File: config.mk
export PLATFORM = sky130hd
export DESIGN_NAME = bounded_list_with_value_removal_top
export DESIGN_NICKNAME = d
export VERILOG_FILES = /design/src/rtl/core/blv_pkg.sv /design/src/rtl/core/blv_store.sv /design/src/rtl/core/blv_seq.sv /design/src/rtl/core/bounded_list_with_value_removal_top.sv
export SDC_FILE = /design/constraint.sdc
export NUM_CORES = 1
export LEC_CHECK = 0
export ABC_CLOCK_PERIOD_IN_PS = 7730
export BUFFER_PORTS_ARGS = -buffer_cell sky130_fd_sc_hd__buf_2
export CORE_MARGIN = 3
export CORE_UTILIZATION = 60
export DETAILED_ROUTE_END_ITERATION = 6
export PLACE_DENSITY_LB_ADDON = 0.08
export SYNTH_ARGS = -nofsm -noshare
export SYNTH_HDL_FRONTEND = slang
export SYNTH_SLANG_ARGS = --single-unit
File: constraint.sdc
create_clock -name clk -period 7.73 [get_ports clk]
set_input_delay 1.546 -clock clk [delete_from_list [all_inputs] [get_ports clk]]
set_output_delay 1.546 -clock clk [all_outputs]
set_load 0.05 [all_outputs]
File: src/rtl/core/blv_pkg.sv
// blv_pkg: shared types and constants for the bounded value list.
// Used by blv_store, blv_seq and bounded_list_with_value_removal_top.
// No dependencies.
package blv_pkg;

    localparam int DEPTH_DEF   = 16;
    localparam int DATA_W      = 32;
    localparam int CMD_W       = 3;
    localparam int COUNT_OUT_W = 5;

    localparam logic signed [DATA_W-1:0] EMPTY_MARK = -32'sd999;

    typedef enum logic [CMD_W-1:0] {
        CMD_APPEND     = 3'd0,
        CMD_POP_HEAD   = 3'd1,
        CMD_POP_TAIL   = 3'd2,
        CMD_REMOVE_VAL = 3'd3,
        CMD_CLEAR      = 3'd4
    } blv_cmd_t;

    typedef enum logic [1:0] {
        ST_OK        = 2'd0,
        ST_EMPTY     = 2'd1,
        ST_NOT_FOUND = 2'd2,
        ST_FULL      = 2'd3
    } blv_status_t;

    typedef enum logic [2:0] {
        S_IDLE,
        S_SCAN,
        S_SHIFT,
        S_LOOKUP,
        S_RESP
    } blv_state_t;

    typedef struct packed {
        logic        strobe;
        blv_status_t status;
        logic        empty;
    } blv_rsp_t;

endpackage

File: src/rtl/core/blv_store.sv
// blv_store: entry memory, one write port and two registered read ports.
// Depends on blv_pkg.
module blv_store
    import blv_pkg::*;
#(
    parameter int DEPTH = DEPTH_DEF,
    localparam int AW = $clog2(DEPTH)
)
(
    input  logic              clk,
    input  logic              wr_en,
    input  logic [AW-1:0]     wr_addr,
    input  logic [DATA_W-1:0] wr_data,
    input  logic [AW-1:0]     rd_addr_a,
    input  logic [AW-1:0]     rd_addr_b,
    output logic [DATA_W-1:0] rd_data_a,
    output logic [DATA_W-1:0] rd_data_b
);

    logic [DATA_W-1:0] mem [DEPTH];
    logic [DATA_W-1:0] rd_data_a_reg;
    logic [DATA_W-1:0] rd_data_b_reg;

    always_ff @(posedge clk)
    begin
        if (wr_en)
        begin
            mem[wr_addr] <= wr_data;
        end
        rd_data_a_reg <= mem[rd_addr_a];
        rd_data_b_reg <= mem[rd_addr_b];
    end

    assign rd_data_a = rd_data_a_reg;
    assign rd_data_b = rd_data_b_reg;

endmodule

File: src/rtl/core/blv_seq.sv
// blv_seq: command sequencer with the shared compare/shift loop.
// Depends on blv_pkg; drives the ports of blv_store.
module blv_seq
    import blv_pkg::*;
#(
    parameter int DEPTH = DEPTH_DEF,
    localparam int AW = $clog2(DEPTH),
    localparam int CW = $clog2(DEPTH + 1)
)
(
    input  logic              clk,
    input  logic              rst_n,
    input  logic              start,
    output logic              busy,
    input  logic [CMD_W-1:0]  cmd,
    input  logic [DATA_W-1:0] value,
    input  logic [DATA_W-1:0] rd_data_a,
    output logic [AW-1:0]     rd_addr_a,
    output logic [AW-1:0]     rd_addr_b,
    output logic              wr_en,
    output logic [AW-1:0]     wr_addr,
    output logic [DATA_W-1:0] wr_data,
    output logic [CW-1:0]     count,
    output blv_rsp_t          rsp
);

    blv_state_t        state_reg, state_next;
    logic [CW-1:0]     count_reg, count_next;
    blv_status_t       status_reg, status_next;
    logic [DATA_W-1:0] value_reg, value_next;
    logic [CW-1:0]     idx_reg, idx_next;
    logic [AW-1:0]     tag_reg, tag_next;
    logic              pend_reg, pend_next;

    logic hit;
    logic last;
    logic src_ok;
    logic is_zero;
    logic is_full;

    // tag: index of the entry being compared (scan) or written (shift)
    assign hit     = pend_reg && (rd_data_a == value_reg);
    assign last    = pend_reg && ((CW'(tag_reg) + CW'(1)) == count_reg);
    assign src_ok  = idx_reg < count_reg;
    assign is_zero = count_reg == '0;
    assign is_full = count_reg == CW'(DEPTH);

    always_ff @(posedge clk or negedge rst_n)
    begin
        if (!rst_n)
        begin
            state_reg <= S_IDLE;
            count_reg <= '0;
            pend_reg  <= 1'b0;
        end
        else
        begin
            state_reg <= state_next;
            count_reg <= count_next;
            pend_reg  <= pend_next;
        end
    end

    always_ff @(posedge clk)
    begin
        status_reg <= status_next;
        value_reg  <= value_next;
        idx_reg    <= idx_next;
        tag_reg    <= tag_next;
    end

    always_comb
    begin
        state_next = state_reg;
        unique case (state_reg)
            S_IDLE:
            begin
                if (start)
                begin
                    unique case (blv_cmd_t'(cmd))
                        CMD_POP_HEAD:   state_next = is_zero ? S_LOOKUP : S_SHIFT;
                        CMD_REMOVE_VAL: state_next = is_zero ? S_LOOKUP : S_SCAN;
                        default:        state_next = S_LOOKUP;
                    endcase
                end
            end
            S_SCAN:
            begin
                priority if (hit)
                begin
                    state_next = S_SHIFT;
                end
                else if (last)
                begin
                    state_next = S_LOOKUP;
                end
            end
            S_SHIFT:  state_next = src_ok ? S_SHIFT : S_LOOKUP;
            S_LOOKUP: state_next = S_RESP;
            S_RESP:   state_next = S_IDLE;
            default:  state_next = S_IDLE;
        endcase
    end

    always_comb
    begin
        count_next  = count_reg;
        status_next = status_reg;
        value_next  = value_reg;
        idx_next    = idx_reg;
        tag_next    = tag_reg;
        pend_next   = pend_reg;
        wr_en       = 1'b0;
        wr_addr     = tag_reg;
        wr_data     = rd_data_a;
        rd_addr_a   = idx_reg[AW-1:0];
        rd_addr_b   = AW'(count_reg - CW'(1));
        unique case (state_reg)
            S_IDLE:
            begin
                if (start)
                begin
                    value_next  = value;
                    status_next = ST_OK;
                    pend_next   = 1'b0;
                    unique case (blv_cmd_t'(cmd))
                        CMD_APPEND:
                        begin
                            if (is_full)
                            begin
                                status_next = ST_FULL;
                            end
                            else
                            begin
                                wr_en      = 1'b1;
                                wr_addr    = count_reg[AW-1:0];
                                wr_data    = value;
                                count_next = count_reg + CW'(1);
                            end
                        end
                        CMD_POP_HEAD:
                        begin
                            if (is_zero)
                            begin
                                status_next = ST_EMPTY;
                            end
                            else
                            begin
                                idx_next = CW'(1);
                            end
                        end
                        CMD_POP_TAIL:
                        begin
                            if (is_zero)
                            begin
                                status_next = ST_EMPTY;
                            end
                            else
                            begin
                                count_next = count_reg - CW'(1);
                            end
                        end
                        CMD_REMOVE_VAL:
                        begin
                            if (is_zero)
                            begin
                                status_next = ST_EMPTY;
                            end
                            else
                            begin
                                idx_next = '0;
                            end
                        end
                        CMD_CLEAR: count_next = '0;
                        default:   ;
                    endcase
                end
            end
            S_SCAN:
            begin
                priority if (hit)
                begin
                    idx_next  = CW'(tag_reg) + CW'(1);
                    pend_next = 1'b0;
                end
                else if (last)
                begin
                    status_next = ST_NOT_FOUND;
                    pend_next   = 1'b0;
                end
                else
                begin
                    tag_next  = idx_reg[AW-1:0];
                    pend_next = 1'b1;
                    idx_next  = idx_reg + CW'(1);
                end
            end
            S_SHIFT:
            begin
                wr_en = pend_reg;
                if (src_ok)
                begin
                    tag_next  = AW'(idx_reg - CW'(1));
                    pend_next = 1'b1;
                    idx_next  = idx_reg + CW'(1);
                end
                else
                begin
                    pend_next  = 1'b0;
                    count_next = count_reg - CW'(1);
                end
            end
            S_LOOKUP:
            begin
                rd_addr_a = '0;
            end
            S_RESP:  ;
            default: ;
        endcase
    end

    assign busy       = state_reg != S_IDLE;
    assign count      = count_reg;
    assign rsp.strobe = state_reg == S_RESP;
    assign rsp.status = status_reg;
    assign rsp.empty  = is_zero;

`ifndef ASSERT_OFF
    a_accept_busy: assert property (@(posedge clk) disable iff (!rst_n)
        start && !busy |=> busy)
        else $error("accepted command did not raise busy");

    a_full_status: assert property (@(posedge clk) disable iff (!rst_n)
        rsp.strobe && rsp.status == ST_FULL |-> is_full)
        else $error("full status with room left");

    a_empty_status: assert property (@(posedge clk) disable iff (!rst_n)
        rsp.strobe && rsp.status == ST_EMPTY |-> is_zero)
        else $error("empty status on a non-empty list");

    a_wr_in_list: assert property (@(posedge clk) disable iff (!rst_n)
        wr_en |-> CW'(wr_addr) <= count_reg && count_reg <= CW'(DEPTH))
        else $error("write outside held entries");
`endif

endmodule

File: src/rtl/core/bounded_list_with_value_removal_top.sv
// Top level of the bounded value list: sequencer plus entry memory.
// Depends on blv_pkg, blv_seq and blv_store.
//
//  beat      direction  handshake           payload
//  command   in         start & !busy       cmd, value
//  result    out        done (one cycle)    status, head_value, tail_value,
//                                           entry_count, is_empty
//
// Append, pop tail, clear, unused codes and removals on an empty list pass from
// accept through the lookup and response states to done. Pop head first runs
// the shift loop; remove value runs the compare loop and, on a hit, the shift
// loop. Both loops handle one entry per cycle.
// busy is high from the cycle after accept through the done cycle.
// Reset clears the count and sequencer; memory contents are not cleared.
// The result side cannot stall.
module bounded_list_with_value_removal_top
    import blv_pkg::*;
#(
    parameter int DEPTH = DEPTH_DEF,
    localparam int AW = $clog2(DEPTH),
    localparam int CW = $clog2(DEPTH + 1)
)
(
    input  logic                     clk,
    input  logic                     rst_n,
    input  logic                     start,
    output logic                     busy,
    input  logic [CMD_W-1:0]         cmd,
    input  logic signed [DATA_W-1:0] value,
    output logic                     done,
    output logic [1:0]               status,
    output logic signed [DATA_W-1:0] head_value,
    output logic signed [DATA_W-1:0] tail_value,
    output logic [COUNT_OUT_W-1:0]   entry_count,
    output logic                     is_empty
);

    logic [DATA_W-1:0] rd_data_a;
    logic [DATA_W-1:0] rd_data_b;
    logic [AW-1:0]     rd_addr_a;
    logic [AW-1:0]     rd_addr_b;
    logic              wr_en;
    logic [AW-1:0]     wr_addr;
    logic [DATA_W-1:0] wr_data;
    logic [CW-1:0]     count;
    blv_rsp_t          rsp;

    blv_seq #(.DEPTH(DEPTH)) u_seq (
        .clk       (clk),
        .rst_n     (rst_n),
        .start     (start),
        .busy      (busy),
        .cmd       (cmd),
        .value     (value),
        .rd_data_a (rd_data_a),
        .rd_addr_a (rd_addr_a),
        .rd_addr_b (rd_addr_b),
        .wr_en     (wr_en),
        .wr_addr   (wr_addr),
        .wr_data   (wr_data),
        .count     (count),
        .rsp       (rsp)
    );

    blv_store #(.DEPTH(DEPTH)) u_store (
        .clk       (clk),
        .wr_en     (wr_en),
        .wr_addr   (wr_addr),
        .wr_data   (wr_data),
        .rd_addr_a (rd_addr_a),
        .rd_addr_b (rd_addr_b),
        .rd_data_a (rd_data_a),
        .rd_data_b (rd_data_b)
    );

    assign done        = rsp.strobe;
    assign status      = rsp.status;
    assign is_empty    = rsp.empty;
    assign head_value  = rsp.empty ? EMPTY_MARK : signed'(rd_data_a);
    assign tail_value  = rsp.empty ? EMPTY_MARK : signed'(rd_data_b);
    assign entry_count = COUNT_OUT_W'(count);

endmodule
# Yosys cells after proc, flatten, opt, wreduce, memory -nomap -nowiden
# Memories as Yosys holds them, arrays and structs flattened. A register that Yosys moved wholly into a read port is not among the register bits.
# Cells that the tools add are included.
# word_totals
output_inout_bits,74
register_bits,52
in_bits,38
ram_bits,512
mem_count,1
wordCells,112
# op_classes
n_eq_ne,25
addsub,5
n_reduce_logical,18
magnitude_cmp,1
mux,55
# memory_table
name,words,word_bits,read_ports,rd_ports_with_merged_regs,wr,line_no,source
u_store.mem,16,32,2,2,1,blv_store.sv:20,logic [DATA_W-1:0] mem [DEPTH];
# op_table
cell,count
$mux 32,6
$mux 5,10
$eq 32x32->1,1
$mux 4,8
$pmux 5 s3,2
$pmux 5 s2,2
$eq 3x2->1 const B,4
$mux 1,12
$ne 3x3->1 const B,4
$pmux 3 s4,1
$add 5x1->5 const B,2
$mux 2,5
$mux 3,3
$ne 2x2->1 const B,4
$pmux 2 s2,2
$pmux 4 s2,1
$reduce_and 4->1,2
$reduce_and 7->1,1
$eq 3x1->1 const B,2
$eq 3x3->1 const B,2
$logic_not 3->1,2
$ne 3x2->1 const B,2
$pmux 3 s2,1
$reduce_and 2->1,3
17 further kinds,22

# Depth between registers and ports, before layout
# Gate-level depths: netlist (run 1).
# logic_depth
word_depth,7
mapped_depth,10
ltp_nobuf,8

# Cells and area by module
# Synthesis (run 1) repeated with hierarchy kept, for this count alone.
# unflattened
cells_unflattened,1527
hier_area_um2,28088.2
# modules_own_cells
module,seq_area_each_um2,cells_each,area_per_inst_um2,instances
blv_store,16656.0,1141,24203.2,1
blv_seq,1516.5,315,3430.8,1
bounded_list_with_value_removal_top,0.0,71,454.2,1

# Least setup slack after synthesis (run 1)
# OpenSTA, ideal clock, no wires.
# synth_path
path_kind,input -> register
start,in start
end,mem u_store.mem[2][0] (enable)
arrival_ps,4808
path_buffers,2
required_ps,7309
stages,7
setup_ps,421
setup_slack_ps,2501
path_cell_list,and3_1 > clkbuf_1 > nand3_1 > buf_2 > nor3_1 > a31oi_1 > nor2_1
# synth_via
elab_chain_cells,4
word_cells_on_any_way,6
cone_classes,mux: 6
# synth_lines
element,line_no,source
start: declaration,bounded_list_with_value_removal_top.sv:26,"input logic start,"
$mux 1,blv_seq.sv:121,if (start)
$pmux 1 s2,blv_seq.sv:118,unique case (state_reg)
$mux 1,blv_store.sv:26,if (wr_en)
$mux 1 (not written as such),blv_store.sv:28,mem[wr_addr] <= wr_data;
end: declaration,blv_store.sv:20,
# Several ways; a longest one is shown, not always the timed one.

# Worst setup path in the final report (run 1)
# layout_path
start,reg u_seq.count_reg[0] (netlist: u_seq.count[0])
end,out head_value[13]
# layout_via
elab_chain_cells,2
# layout_lines
element,line_no,source
start: declaration,blv_seq.sv:28,"logic [CW-1:0] count_reg, count_next;"
start signal: assignment,blv_seq.sv:59,count_reg <= count_next;
$logic_not 5->1,blv_seq.sv:45,assign is_zero = count_reg == '0;
$mux 32,bounded_list_with_value_removal_top.sv:79,assign head_value = rsp.empty ? EMPTY_MARK : signed'(rd_data_a);
end: declaration,bounded_list_with_value_removal_top.sv:32,"output logic signed [DATA_W-1:0] head_value,"
# No other way between the ends.

==> flow_summary.ini, run 1 <==
[pwr]
p_switching_w = 0.005923
peakVddDrop_mv = 0.3507
seqPwrFrac = 0.332
power.density_nw_per_um2 = 465.1
intPower_w = 0.008927
pwr-share-clk = 0.216
p_leak_nw = 10.80
netSwitchingFraction = 0.3988
pwr-share-comb = 0.452

[finish]
multi_input_area_um2 = 9898
layout-drive-gt1-share = 0.2854
seq_area_um2 = 18180
stdcell_count = 2590
largest_register_ffs = 512
fin_util = 0.6829
fin_nets = 1977
area_growth_pct = 11.72
insertedDiodeCount = 0
regMostFlops = u_store.mem
fillCellCount = 3151

[global_route]
grt_pass1_wl_um = 118600
grt_usage = 0.3278
grt_pass1_vias = 17960
antenna_found_initial = 0
grt_overflow = 0
grt_max_degree = 105

[clock_network]
cts_resized = 0
cts_post_setup_buffers_inserted = 0
root_buffer = clkbuf_16
cts_hold_buf = 0
insertion_delay_ns = 0.62
cts.sinks = 628
cts_tree = yes
clk_path_buf_depth = 3
cts_max_level = 3
clk_pin_slew_ns = 0.06
numCtsBuffers = 67

[yosys]
synth_xor_area_frac = 0.01410
synth_area_leaders = edfxtp_1 58%, mux4_2 18%, dfxtp_1 4.5%
ys_types = 58
synth_largest_area_cell = edfxtp_1
async_reset_ff_frac = 0.01433
yosysTopAreaCellShare = 0.5832
synth_top_family_by_area = multiplexers
muxShareOfSynthArea = 0.1876
synth_compound_area_frac = 0.04549
synthSimpleGateAreaFrac = 0.08791
synth_edf_count = 555
yosysWarnings = 0
synth_fa_ha_area_frac = 0.004816
synth_flop_cell = edfxtp_1
synth_cells = 1840
synth.net_count = 1889
netlist_area_um2 = 28580
postSynthRegisterBits = 628
postSynthAreaPerCell_um2 = 15.53
ys_seq_area_frac = 0.6359
synth.most_common_cell = edfxtp_1
synth_common_cells = 555 x edfxtp_1, 318 x nand2_1, 225 x mux4_2

[die]
ios = 112
dieWidth_um = 224.2
initial_utilization = 0.6113
row_count = 79
die_h_um = 224.2
die_area_um2 = 50290
coreArea_um2 = 46750

[critical_path]
cp_slowest_cell = dfrtp_4
max_stage_delay_ns = 0.87
endpoint_kind = output port
startpoint_type = register
critPathKind = reg -> out
cp_top_family = buffers and inverters
crit_start = u_seq.count[0]
cp_cell_sequence = inv_1 > ha_4 > nor4b_2 > buf_4 > or2_2 > buf_2
path_buf_inv = 3
worstPathArrival_ns = 3.35
crit_required_ns = 6.18
reg2reg_from = u_seq.count[0]
cp_max_fo = 66

[timing]
final-max-slew-violation-count = 0
rsz0062_at_grt = no
fmax_mhz = 204.2
fin_skew_ns = 0.02120
fin_crit_sh = 0.6336
period_minus_slack_ns = 4.897
tns_ns = 0
setup_viol_count_final = 0
slew_headroom = 0.2368
tightest_slew_ns = 1.145
holdWs_ns = 0.5927
hold_viol = 0

[drt]
first_iter_violations = 2587
routed_wl_um = 81240
vias_per_cell = 6.992
drtAntennaViolNets = 0
vias = 18110
routedWlPerCell_um = 31.37
drt_first_pass_iters = 7
drc_errors = 2

[status]
status = finished with violations
violations = design-rule violations

[place]
gp_congestion = 0.8348
dp_hpwl_um = 45140
port-buffer-count = 111
dpl.cell_count = 2466

[worst_hold_path]
min_path_type = reg -> reg
hold_start = u_seq.state_reg[2]

[job]
maxCapViolCount = 0
==> layer usage <==
layer	share of wire	vias up	routed length (um)	GRT usage
li1	-	7431	-	-
met1	0.37	9120	30310	0.4568
met2	0.47	1326	38240	0.5113
met3	0.11	231	9307	0.07700
met4	0.042	0	3381	0.1327
met5	0	-	0	0
==> path summary, 6_finish.rpt <==
check,end,slack (ns),cells past startpoint
worst max-delay path,head_value[13],2.83,6
max in group asynchronous,u_seq.count[0],6.71,1
min in group asynchronous,u_seq.state_reg[0],0.79,1
worst min register to register,u_seq.state_reg[1],0.59,1
worst min-delay path,u_seq.state_reg[1],0.59,1
worst max register to register,u_store.rd_data_b[30],3.32,5
==> area by class of cell <==
type                       count  area share
multi-input combinational   1068      0.3100
timing repair buffer         149     0.02712
clock buffer                  93     0.05874
inverter                      14    0.001646
tap                          607     0.02379
sequential                   628      0.5693
clock inverter                31    0.009444
==> metrics by stage <==
stage | setup WS, ns | cell area (um^2) | power [W]
final | 2.833 | 31930 | 0.01485
after global routing | 2.637 | 31930 | 0.01542
after CTS | 2.769 | 31930 | 0.01483
after detailed placement | 2.509 | 29750 | 0.01164
after global placement | 2.588 | 29750 | 0.01155
after floorplan | 2.501 | 28580 | 0.009751
==> worst reg2reg max path: stages (launching register included) <==
cell	delay, ns
dfrtp_4	0.87
inv_1	0.38
ha_4	1.07
buf_4	0.90
mux4_2	0.53
mux4_2	0.54
==> cell usage in the layout, fill, tap and decap left out, drive strengths merged, types with 37 or more instances in the layout <==
cell type / instances
a21oi: 37
buf: 149
clkbuf: 93
dfxtp: 64
edfxtp: 555
mux4: 225
nand2: 319
nand3: 67
nor2: 38
o21ai: 54
or2: 50
==> cell families (layout without fill, tap and decap cells) <==
kind of cell               count (synthesis)  after routing
DFF                                      628            628
AOI/OAI and AO/OA                        202            202
and+or+nand+nor                          556            556
xor gates and xnor gates                  46             46
buffers and inverters                    144            287
muxes                                    253            253
adders and majority gates                 11             11
==> power groups by stage <==
stage | Sequential [W] | Clock [W] | Combinational [W]
final | 0.00493 | 0.00320 | 0.00672
after global routing | 0.00496 | 0.00336 | 0.00710
after CTS | 0.00492 | 0.00324 | 0.00668
after detailed placement | 0.00498 | 0 | 0.00665
after global placement | 0.00497 | 0 | 0.00658
after floorplan | 0.00482 | 0 | 0.00493
Note: power is estimated with default switching activity, not from simulation.
==> run 2, diff against run 1 <==
- ABC_CLOCK_PERIOD_IN_PS: 7730 -> 4200
- CORE_UTILIZATION: 60 -> 56
- clock period: 7.73 -> 4.2 ns (I/O delays scaled with it)
==> flow_summary.ini, run 2 (synthesis results as in run 1) <==
[finish]
layout-drive-gt1-share = 0.2975
final_common_cell = edfxtp_1
final_cell_mix = 555 x edfxtp_1, 316 x nand2_1, 225 x mux4_2
insertedDiodeCount = 0
largest_register_ffs = 512
multi_input_area_um2 = 9898
fin_nets = 2001
regMostFlops = u_store.mem
area_growth_pct = 13.55
seq_area_um2 = 18180
finalInstanceArea_um2 = 32450
fillCellCount = 3562

[pwr]
p_leak_nw = 11.01
seqPwrFrac = 0.324
power.density_nw_per_um2 = 856.7
peakVddDrop_mv = 0.5313
p_switching_w = 0.01110
pwr-share-clk = 0.216
intPower_w = 0.01670
pwr-share-comb = 0.461
netSwitchingFraction = 0.3994
power_w = 0.02780

[clock_network]
clk_pin_slew_ns = 0.06
cts_max_level = 3
insertion_delay_ns = 0.61
cts.sinks = 628
cts_tree = yes
numCtsBuffers = 67
root_buffer = clkbuf_16
cts_post_setup_buffers_inserted = 0
clk_path_buf_depth = 3
cts_hold_buf = 0
cts_resized = 0

[place]
port-buffer-count = 111
gp_congestion = 0.8451
placed_area_um2 = 30230
dp_hpwl_um = 49660

[die]
die_h_um = 231.9
dieWidth_um = 231.9
die_area_um2 = 53780
row_count = 82
coreArea_um2 = 50270
initial_utilization = 0.5685
ios = 112

[critical_path]
worstPathArrival_ns = 2.99
startpoint_type = register
cp_max_fo = 36
crit_start = u_seq.count[1]
endpoint_kind = output port
critPathKind = reg -> out
reg2reg_from = u_seq.value_reg[3]
crit_required_ns = 3.36

[drt]
first_iter_violations = 2640
drtAntennaViolNets = 0
vias_per_cell = 6.826
vias = 18290
routedWlPerCell_um = 31.21
drc_errors = 0
routed_wl_um = 83620
drt_first_pass_iters = 7

[timing]
fmax_mhz = 261.1
rsz0062_at_grt = no
hold_viol = 0
tns_ns = 0
fin_skew_ns = 0.02073
setup_viol_count_final = 0
fin_crit_sh = 0.9118
period_minus_slack_ns = 3.830
tightest_slew_ns = 1.073
slew_headroom = 0.2822
final-max-slew-violation-count = 0

[status]
status = finished clean

[global_route]
grt_pass1_wl_um = 121800
antenna_found_initial = 0
grt_max_degree = 59
grt_usage = 0.3173
grt_pass1_vias = 18200
grt_overflow = 0

[worst_hold_path]
min_path_type = in -> async

[job]
maxCapViolCount = 0
## run 2: per-layer routing
metal	GRT usage	vias up	wire (um)
met5	0	-	0
met1	0.4298	9200	30830
met3	0.07974	280	9318
li1	-	7477	-
met4	0.1555	0	4742
met2	0.4862	1329	38730
## run 2: metrics by stage
step	instances	hold WS [ns]	utilization	setup WS [ns]
floorplan	1840	0.5083	-	-0.3230
global placement	2555	0.5478	0.6012	0.8191
detailed placement	2555	0.5641	0.6012	0.7637
CTS	2679	0.06845	0.6455	0.3469
global route	2679	0.08638	0.6455	0.2406
finish	2679	0.08814	0.6455	0.3705
## run 2: layout make-up
cell class | instances | share of cell area
repair buffers | 173 | 0.03879
inverters | 14 | 0.001619
flip-flops and latches | 628 | 0.5601
multi-input cells | 1068 | 0.3050
clock inverters | 42 | 0.01353
well taps | 672 | 0.02591
clock buffers | 82 | 0.05502
## run 2: worst max-delay path, cell delays in order, from the launching register on
cell and delay [ns]:
dfrtp_1 0.51, inv_1 0.32, ha_4 0.19, nor4b_2 0.47, buf_4 0.42, or2_2 0.18, buf_2 0.25
## run 2: power by group through the flow
| stage | Clock (W) | Sequential, W | Combinational (W) |
|---|---|---|---|
| after CTS | 0.00606 | 0.00899 | 0.0127 |
| after global placement | 0 | 0.00909 | 0.0126 |
| after floorplan | 0 | 0.00887 | 0.00909 |
| after global routing | 0.00633 | 0.00907 | 0.0135 |
| final | 0.00600 | 0.00900 | 0.0128 |
| after detailed placement | 0 | 0.00911 | 0.0127 |
## run 2: path summary, 6_finish.rpt
kind	end	slack, ns	cells after the start
min in group clk	u_seq.value_reg[4]	0.42	1
hold reg to reg	u_seq.state_reg[1]	0.57	1
setup / recovery	head_value[20]	0.37	6
max in group asynchronous	u_seq.count[0]	3.90	1
hold / removal	u_seq.state_reg[0]	0.09	1
setup reg to reg	u_seq.idx_reg[0]	0.63	6
